--- src/hdl/lgov_pkg.sv ---
`default_nettype none
package lgov_pkg;

	localparam int unsigned LoadW  = 7;
	localparam int unsigned LevelW = 3;
	localparam int unsigned CountW = 8;
	localparam int unsigned DataW  = 32;
	localparam int unsigned AddrW  = 5;
	localparam int unsigned IndexW = 3;

	localparam logic [LevelW-1:0] LVL_TOP      = 3'd6;
	localparam logic [LevelW-1:0] LVL_MID      = 3'd4;
	localparam logic [LevelW-1:0] LVL_LOW_STEP = 3'd2;
	localparam logic [CountW-1:0] COUNT_MAX    = 8'hFF;

	typedef enum logic [1:0] {
		CHG_NONE = 2'd0,
		CHG_UP   = 2'd1,
		CHG_DOWN = 2'd2
	} change_t;

	typedef enum logic [IndexW-1:0] {
		REG_UPPER_THRESHOLD   = 3'd0,
		REG_LOWER_THRESHOLD   = 3'd1,
		REG_MIN_LEVEL         = 3'd2,
		REG_ABOVE_COUNT_LIMIT = 3'd3,
		REG_BELOW_COUNT_LIMIT = 3'd4,
		REG_BELOW_RUN_LIMIT   = 3'd5
	} reg_index_t;

	typedef struct packed {
		logic [LoadW-1:0]  upper_threshold;
		logic [LoadW-1:0]  lower_threshold;
		logic [LevelW-1:0] min_level;
		logic [CountW-1:0] above_count_limit;
		logic [CountW-1:0] below_count_limit;
		logic [CountW-1:0] below_run_limit;
	} cfg_t;

	function automatic logic [LevelW-1:0] clamp_level(input logic [LevelW-1:0] v);
		clamp_level = (v > LVL_TOP) ? LVL_TOP : v;
	endfunction

	function automatic logic [CountW-1:0] sat_inc(input logic [CountW-1:0] c);
		sat_inc = (c == COUNT_MAX) ? c : c + 8'd1;
	endfunction

endpackage
`default_nettype wire

--- src/hdl/lgov_regs.sv ---
`default_nettype none
module lgov_regs
	import lgov_pkg::*;
(
	input  wire logic             clk,
	input  wire logic             arst_n,
	input  wire logic             psel,
	input  wire logic             penable,
	input  wire logic             pwrite,
	input  wire logic [AddrW-1:0] paddr,
	input  wire logic [DataW-1:0] pwdata,
	output logic      [DataW-1:0] prdata,
	output logic                  pready,
	output cfg_t                  cfg
);

	cfg_t               cfg_q;
	logic [IndexW-1:0]  index;
	logic               wr_en;

	assign index  = paddr[AddrW-1:2];
	assign wr_en  = psel && penable && pwrite;
	assign pready = 1'b1;
	assign cfg    = cfg_q;

	always_ff @(posedge clk or negedge arst_n) begin
		if (!arst_n) begin
			cfg_q.upper_threshold   <= 7'd80;
			cfg_q.lower_threshold   <= 7'd40;
			cfg_q.min_level         <= 3'd0;
			cfg_q.above_count_limit <= 8'd2;
			cfg_q.below_count_limit <= 8'd30;
			cfg_q.below_run_limit   <= 8'd10;
		end else if (wr_en) begin
			case (index)
				REG_UPPER_THRESHOLD:   cfg_q.upper_threshold   <= pwdata[LoadW-1:0];
				REG_LOWER_THRESHOLD:   cfg_q.lower_threshold   <= pwdata[LoadW-1:0];
				REG_MIN_LEVEL:         cfg_q.min_level         <= pwdata[LevelW-1:0];
				REG_ABOVE_COUNT_LIMIT: cfg_q.above_count_limit <= pwdata[CountW-1:0];
				REG_BELOW_COUNT_LIMIT: cfg_q.below_count_limit <= pwdata[CountW-1:0];
				REG_BELOW_RUN_LIMIT:   cfg_q.below_run_limit   <= pwdata[CountW-1:0];
				default: ;
			endcase
		end
	end

	always_comb begin
		prdata = '0;
		case (index)
			REG_UPPER_THRESHOLD:   prdata = {{(DataW-LoadW){1'b0}}, cfg_q.upper_threshold};
			REG_LOWER_THRESHOLD:   prdata = {{(DataW-LoadW){1'b0}}, cfg_q.lower_threshold};
			REG_MIN_LEVEL:         prdata = {{(DataW-LevelW){1'b0}}, cfg_q.min_level};
			REG_ABOVE_COUNT_LIMIT: prdata = {{(DataW-CountW){1'b0}}, cfg_q.above_count_limit};
			REG_BELOW_COUNT_LIMIT: prdata = {{(DataW-CountW){1'b0}}, cfg_q.below_count_limit};
			REG_BELOW_RUN_LIMIT:   prdata = {{(DataW-CountW){1'b0}}, cfg_q.below_run_limit};
			default:               prdata = '0;
		endcase
	end

endmodule
`default_nettype wire

--- src/hdl/lgov_core.sv ---
`default_nettype none
module lgov_core
	import lgov_pkg::*;
(
	input  wire logic              clk,
	input  wire logic              arst_n,
	input  wire logic              step,
	input  wire cfg_t              cfg,
	input  wire logic [LoadW-1:0]  cpu_load,
	input  wire logic [LevelW-1:0] current_level,
	input  wire logic [LevelW-1:0] floor_level,
	output change_t                change,
	output logic      [LevelW-1:0] new_level
);

	logic [CountW-1:0] above_count_q, below_count_q;
	logic              downscaling_q;

	logic [CountW-1:0] above_nx, below_nx, above_d, below_d, limit;
	logic              down_nx, down_d, is_above, is_below;
	logic [LevelW-1:0] cur, flr, minl;

	always_comb begin
		cur      = clamp_level(current_level);
		flr      = clamp_level(floor_level);
		minl     = clamp_level(cfg.min_level);
		is_above = (cpu_load > cfg.upper_threshold) && (cur < LVL_TOP);
		is_below = (cpu_load < cfg.lower_threshold) && (cur > minl);
		above_nx = is_above ? sat_inc(above_count_q) : '0;
		below_nx = (!is_above && is_below) ? sat_inc(below_count_q) : '0;
		down_nx  = (below_nx == '0) ? 1'b0 : downscaling_q;
		limit    = down_nx ? cfg.below_run_limit : cfg.below_count_limit;

		above_d   = above_nx;
		below_d   = below_nx;
		down_d    = down_nx;
		change    = CHG_NONE;
		new_level = cur;

		priority if (flr > cur) begin
		end else if (above_nx >= cfg.above_count_limit) begin
			above_d   = '0;
			below_d   = '0;
			change    = CHG_UP;
			new_level = (cur < LVL_MID) ? LVL_MID : LVL_TOP;
		end else if (below_nx >= limit && cur > flr) begin
			above_d   = '0;
			below_d   = '0;
			down_d    = 1'b1;
			change    = CHG_DOWN;
			new_level = (cur <= LVL_LOW_STEP) ? minl : cur - 3'd1;
		end
	end

	always_ff @(posedge clk or negedge arst_n) begin
		if (!arst_n) begin
			above_count_q <= '0;
			below_count_q <= '0;
			downscaling_q <= 1'b0;
		end else if (step) begin
			above_count_q <= above_d;
			below_count_q <= below_d;
			downscaling_q <= down_d;
		end
	end

endmodule
`default_nettype wire

--- src/hdl/load_threshold_frequency_governor_unit.sv ---
// Load-threshold frequency governor.
// Sample channel: sample_valid / sample_stall carry one word per tick
// (cpu_load, current_level, floor_level). Result channel: result_valid /
// result_stall carry one word per sample (change, new_level).
// A word moves at a rising edge with valid high and stall low.
// An accepted sample passes one input register and one result register,
// with the governor logic between them, before result_valid rises.
// Throughput: one sample per cycle while the result side is not stalled;
// the above/below counters update as a sample leaves the input register,
// so back-to-back samples see each other's effect.
// A stalled result holds in the result register; the input register still
// drains into it once it empties, and sample_stall rises only when both
// registers are full and result_stall is high.
// Reset clears both registers' valid flags, the counters, the downscaling
// flag and loads the default thresholds and limits. Write the APB registers
// only while no sample is in flight.
`default_nettype none
module load_threshold_frequency_governor_unit
	import lgov_pkg::*;
(
	input  wire logic              clk,
	input  wire logic              arst_n,
	input  wire logic              psel,
	input  wire logic              penable,
	input  wire logic              pwrite,
	input  wire logic [AddrW-1:0]  paddr,
	input  wire logic [DataW-1:0]  pwdata,
	output logic      [DataW-1:0]  prdata,
	output logic                   pready,
	input  wire logic              sample_valid,
	output logic                   sample_stall,
	input  wire logic [LoadW-1:0]  cpu_load,
	input  wire logic [LevelW-1:0] current_level,
	input  wire logic [LevelW-1:0] floor_level,
	output logic                   result_valid,
	input  wire logic              result_stall,
	output logic      [1:0]        change,
	output logic      [LevelW-1:0] new_level
);

	cfg_t              cfg;
	logic              valid_s1, valid_s2;
	logic [LoadW-1:0]  load_s1;
	logic [LevelW-1:0] cur_s1, floor_s1, level_s2, level_c;
	change_t           change_s2, change_c;
	logic              move_s2, move_s1;

	lgov_regs u_regs (
		.clk     (clk),
		.arst_n  (arst_n),
		.psel    (psel),
		.penable (penable),
		.pwrite  (pwrite),
		.paddr   (paddr),
		.pwdata  (pwdata),
		.prdata  (prdata),
		.pready  (pready),
		.cfg     (cfg)
	);

	lgov_core u_core (
		.clk           (clk),
		.arst_n        (arst_n),
		.step          (move_s2),
		.cfg           (cfg),
		.cpu_load      (load_s1),
		.current_level (cur_s1),
		.floor_level   (floor_s1),
		.change        (change_c),
		.new_level     (level_c)
	);

	assign move_s2      = valid_s1 && (!valid_s2 || !result_stall);
	assign sample_stall = valid_s1 && !move_s2;
	assign move_s1      = sample_valid && !sample_stall;

	assign result_valid = valid_s2;
	assign change       = change_s2;
	assign new_level    = level_s2;

	always_ff @(posedge clk or negedge arst_n) begin
		if (!arst_n) begin
			valid_s1 <= 1'b0;
			valid_s2 <= 1'b0;
		end else begin
			if (move_s1) begin
				valid_s1 <= 1'b1;
			end else if (move_s2) begin
				valid_s1 <= 1'b0;
			end
			if (move_s2) begin
				valid_s2 <= 1'b1;
			end else if (!result_stall) begin
				valid_s2 <= 1'b0;
			end
		end
	end

	always_ff @(posedge clk) begin
		if (move_s1) begin
			load_s1  <= cpu_load;
			cur_s1   <= current_level;
			floor_s1 <= floor_level;
		end
		if (move_s2) begin
			change_s2 <= change_c;
			level_s2  <= level_c;
		end
	end

endmodule
`default_nettype wire

--- config.mk ---
export PLATFORM = sky130hd
export DESIGN_NAME = load_threshold_frequency_governor_unit
export DESIGN_NICKNAME = d
export VERILOG_FILES = /design/src/hdl/lgov_pkg.sv /design/src/hdl/lgov_regs.sv /design/src/hdl/lgov_core.sv /design/src/hdl/load_threshold_frequency_governor_unit.sv
export SDC_FILE = /design/constraint.sdc
export NUM_CORES = 1
export LEC_CHECK = 0
export BUFFER_PORTS_ARGS = -buffer_cell sky130_fd_sc_hd__clkbuf_2
export CORE_MARGIN = 3
export CORE_UTILIZATION = 56
export CTS_CLUSTER_SIZE = 40
export DETAILED_ROUTE_END_ITERATION = 10
export MAX_ROUTING_LAYER = met4
export PLACE_DENSITY = 0.81
export SLEW_MARGIN = 10
export SYNTH_ARGS = -nofsm -noshare
export SYNTH_HDL_FRONTEND = slang
export SYNTH_SLANG_ARGS = --single-unit
export TNS_END_PERCENT = 5
--- constraint.sdc ---
create_clock -name clk -period 5 [get_ports clk]
set_input_delay 0.5 -clock clk [delete_from_list [all_inputs] [get_ports clk]]
set_output_delay 0.5 -clock clk [all_outputs]
set_load 0.005 [all_outputs]
==> metrics <==
Syn Inst Count 508; FMAX 0.2167 GHz; sequential share of the synthesized area 0.4113; Critical Path Start Type flop; total CTS buffers 9; worst-path fanout max 7; CTS H-tree depth 3; maximum root-to-sink buffer count 2; CP Class flop to flop; # clock sinks 78; PwrDens 326.7 nW/um^2; Core Box Area 8423 sq um; Hold Path Class input pin to asynchronous set/reset pin; worst-path cell chain ha_1 > nand2_2 > or3_1 > mux2i_2 > nor4b_2 > a211oi_2 > mux2_4 > ha_1 > nand2b_1 > a2111oi_0 > nor3_1 > o31a_1 > nor4bb_1 > a211o_1; die height 100.5 um; Internal 1.167 mW; Synth Area per Inst 9.840 sq um; Yosys reg bits 78; DRC violations left 0; Crit. End Element flop; RSZ-0062 raised after global routing no; clock tree from TritonCTS built; Clk pwr share 0.238; initial core utilization 0.5934; I/O pin count 97; final instance area 5390 sq um; largest net degree at the start of global routing 61; initial DRC count 374; actual slew at the worst max-slew pin 0.7886 ns; TNS Setup 0 ns; number of global-route vias before repair 3,695; Syn. warnings 0; Max-cap violations 0; Routed WL per cell 16.81 um; Clk Tree Root Cell clkbuf_8; share of post-route cells with drive strength above 1 0.2214; R2R Path End new_level[1]; total grt overflow 0; Yosys cell types 65; final WL 11,030 um; clk_skew 0.008272 ns; placed cell area 5216 sq um; FF-to-FF path depth 14; Final Cycle Share 0.9228; Main synth FF type dfrtp_1; switching share of power 0.3371; Via density 5.835; # port buffers 45; asr flop ratio synth 0.7692; Final ANT Viol Nets 0; Logic pwr share 0.281; clock-pin slew on the worst setup and hold paths 0.08 ns; most frequent CP cell ha_1; drt pass-1 iters 5; first-pass GRT wire length 18,290 um; Post-synth EDFFs 18; flop-to-flop setup slack 0.39 ns; Max VDD drop 0.2004 mV; Layout area overhead 7.835%; Vias 3,828; Global Route Usage Sum 0.2391; Crit path required time 5.12 ns; Seq pwr share 0.482; fin util 0.6399; post-route minimum period 4.614 ns; final setup fails 0; post-DP HPWL 8349 um; DIE AREA 10,100 sq um; RePlAce Congestion 0.9468; nets 640; Psw 593.5 uW; CP max-delay cell a211oi_2; chip width 100.5 um; site row count 33; Slew Limit Fails 0; Cell Area, Synth 4999 sq um; slew margin rel. 0.4742; Reg2Reg Launch Point u_core.below_count_q[0]; Leak 2.474 nW; CP arrival 4.73 ns; Final Hold Fails 0; crit-path max cell delay 0.56 ns; status finished, final reports clean; clock latency on the worst-skew pair 0.36 ns; diodes inserted 0; initial antenna violation count 0
## cell type report
class	count	area [sq um]
Tap cell	105	131.4
Timing Repair Buffer	51	270.3
Clock buffer	10	127.6
Multi-Input combinational cell	370	2631
Fill cell	679	3033
Inverter	36	135.1
Sequential cell	78	2056
Clock inverter	6	38.79
## Yosys cell counts (all sizes together), types with 3 or more instances
cell,n,share of area
nand2,46,0.035
o21a,3,0.0045
dfstp,11,0.058
inv,36,0.027
buf,31,0.044
or2,4,0.0050
o22ai,3,0.0038
mux2i,15,0.031
mux2,29,0.066
dfrtp,49,0.25
a211oi,4,0.0060
nand4,6,0.0075
clkbuf,16,0.012
mux4,3,0.014
nor4,6,0.0075
edfxtp,18,0.11
a21o,5,0.0075
nand3,13,0.013
nor3,7,0.0070
or3,4,0.0050
and3,8,0.010
and2,5,0.0063
a21oi,19,0.019
a31oi,4,0.0050
nand2b,9,0.011
nor2b,5,0.0063
a22o,11,0.019
nor2,28,0.021
o21bai,3,0.0053
o21ai,31,0.031
o22a,3,0.0053
ha,37,0.093
o41ai,3,0.0053
## sequential cells by signal (all words and copies together) (netlist names)
name,flops
u_regs.cfg,41
result_valid,1
valid_s1,1
change,2
cur_s1,3
floor_s1,3
new_level,3
load_s1,7
u_core.below_count_q,8
u_core.above_count_q,8
u_core.downscaling_q,1
## critical path, delay by kind of cell, from the launching register on
family	cells	cell delay, ns
mux	2	0.58
compound gates	4	1.64
fa+ha+maj	2	0.48
flops	1	0.46
simple gates	6	1.21
## power by group through the flow
stage	clock network (mW)	registers [mW]	logic [mW]
4_1_cts	0.427	0.847	0.495
5_1_grt	0.452	0.863	0.556
6_report	0.418	0.848	0.494
2_1_floorplan	0	0.831	0.360
3_5_place_dp	0	0.859	0.490
3_3_place_gp	0	0.854	0.460
## worst max-delay path by stage
stage	start	end	slack [ns]	depth (start not counted)
4_1_cts	cur_s1[1]	u_core.above_count_q[6]	0.29	16
6_report	u_core.below_count_q[0]	new_level[1]	0.39	14
5_1_grt	cur_s1[1]	u_core.below_count_q[1]	0.02	16
3_3_place_gp	cur_s1[2]	u_core.above_count_q[3]	0.39	16
3_5_place_dp	cur_s1[2]	u_core.above_count_q[6]	0.32	16
2_1_floorplan	u_regs.cfg[38]	new_level[1]	0.80	16
## repair_timing
action / in CTS / in global routing
endpoints found under the setup margin: 0 / 6
setup buffers: 0 / 0
hold buffers: 0 / 0
gates resized for setup: 0 / 1
## per-stage QoR
stage | setup WS [ns] | cells | hold WS, ns | total power [mW]
detailed placement | 0.3228 | 640 | 0.4760 | 1.349
floorplan | 0.7981 | 531 | 0.2044 | 1.191
global placement | 0.3867 | 640 | 0.4706 | 1.314
global route | 0.01773 | 656 | 0.2961 | 1.871
CTS | 0.2936 | 656 | 0.2979 | 1.768
finish | 0.3859 | 656 | 0.2744 | 1.761
## layer usage
| metal | global-route usage | part of all wire | up-vias |
|---|---|---|---|
| met1 | 0.3207 | 0.44 | 1823 |
| met4 | 0.1202 | 0.034 | 0 |
| met5 | - | 0 | - |
| met2 | 0.3563 | 0.48 | 126 |
| met3 | 0.03391 | 0.053 | 24 |
| li1 | - | - | 1855 |
## cell families (layout without fill, tap and decap cells)
logic type               after synthesis  in the layout  synth area share
XOR/XNOR                               4              4          0.007010
adder cells (fa/ha/maj)               37             37           0.09261
buffers and inverters                 83            103           0.08360
AO/OA/AOI/OAI                        109            109            0.1457
flip-flops                            78             78            0.4113
multiplexers                          47             47            0.1104
other                                  2             25          0.001502
AND/OR/NAND/NOR                      148            148            0.1479
## cells in the final DEF, fill, tap and decap left out, types with 3 or more instances in the layout
| cell type | n |
|---|---|
| mux2i_1 | 14 |
| conb_1 | 25 |
| and2_1 | 5 |
| clkbuf_8 | 9 |
| a21o_1 | 5 |
| edfxtp_1 | 18 |
| nor2b_1 | 5 |
| nor4_1 | 6 |
| clkbuf_2 | 45 |
| buf_4 | 6 |
| a21oi_1 | 19 |
| inv_1 | 36 |
| or3_1 | 4 |
| o21a_1 | 3 |
| o22a_1 | 3 |
| nand2b_1 | 9 |
| o21ai_0 | 31 |
| nor2_1 | 27 |
| a31oi_1 | 4 |
| o41ai_1 | 3 |
| dfrtp_1 | 49 |
| nor3_1 | 6 |
| mux4_2 | 3 |
| or2_2 | 4 |
| nand3_1 | 13 |
| nand2_1 | 45 |
| ha_1 | 37 |
| dfstp_2 | 11 |
| o22ai_1 | 3 |
| clkinv_2 | 3 |
| nand4_1 | 6 |
| a211oi_1 | 3 |
| mux2_2 | 28 |
| a22o_1 | 11 |
| and3_1 | 8 |
Power figures use the tool's default switching activity.
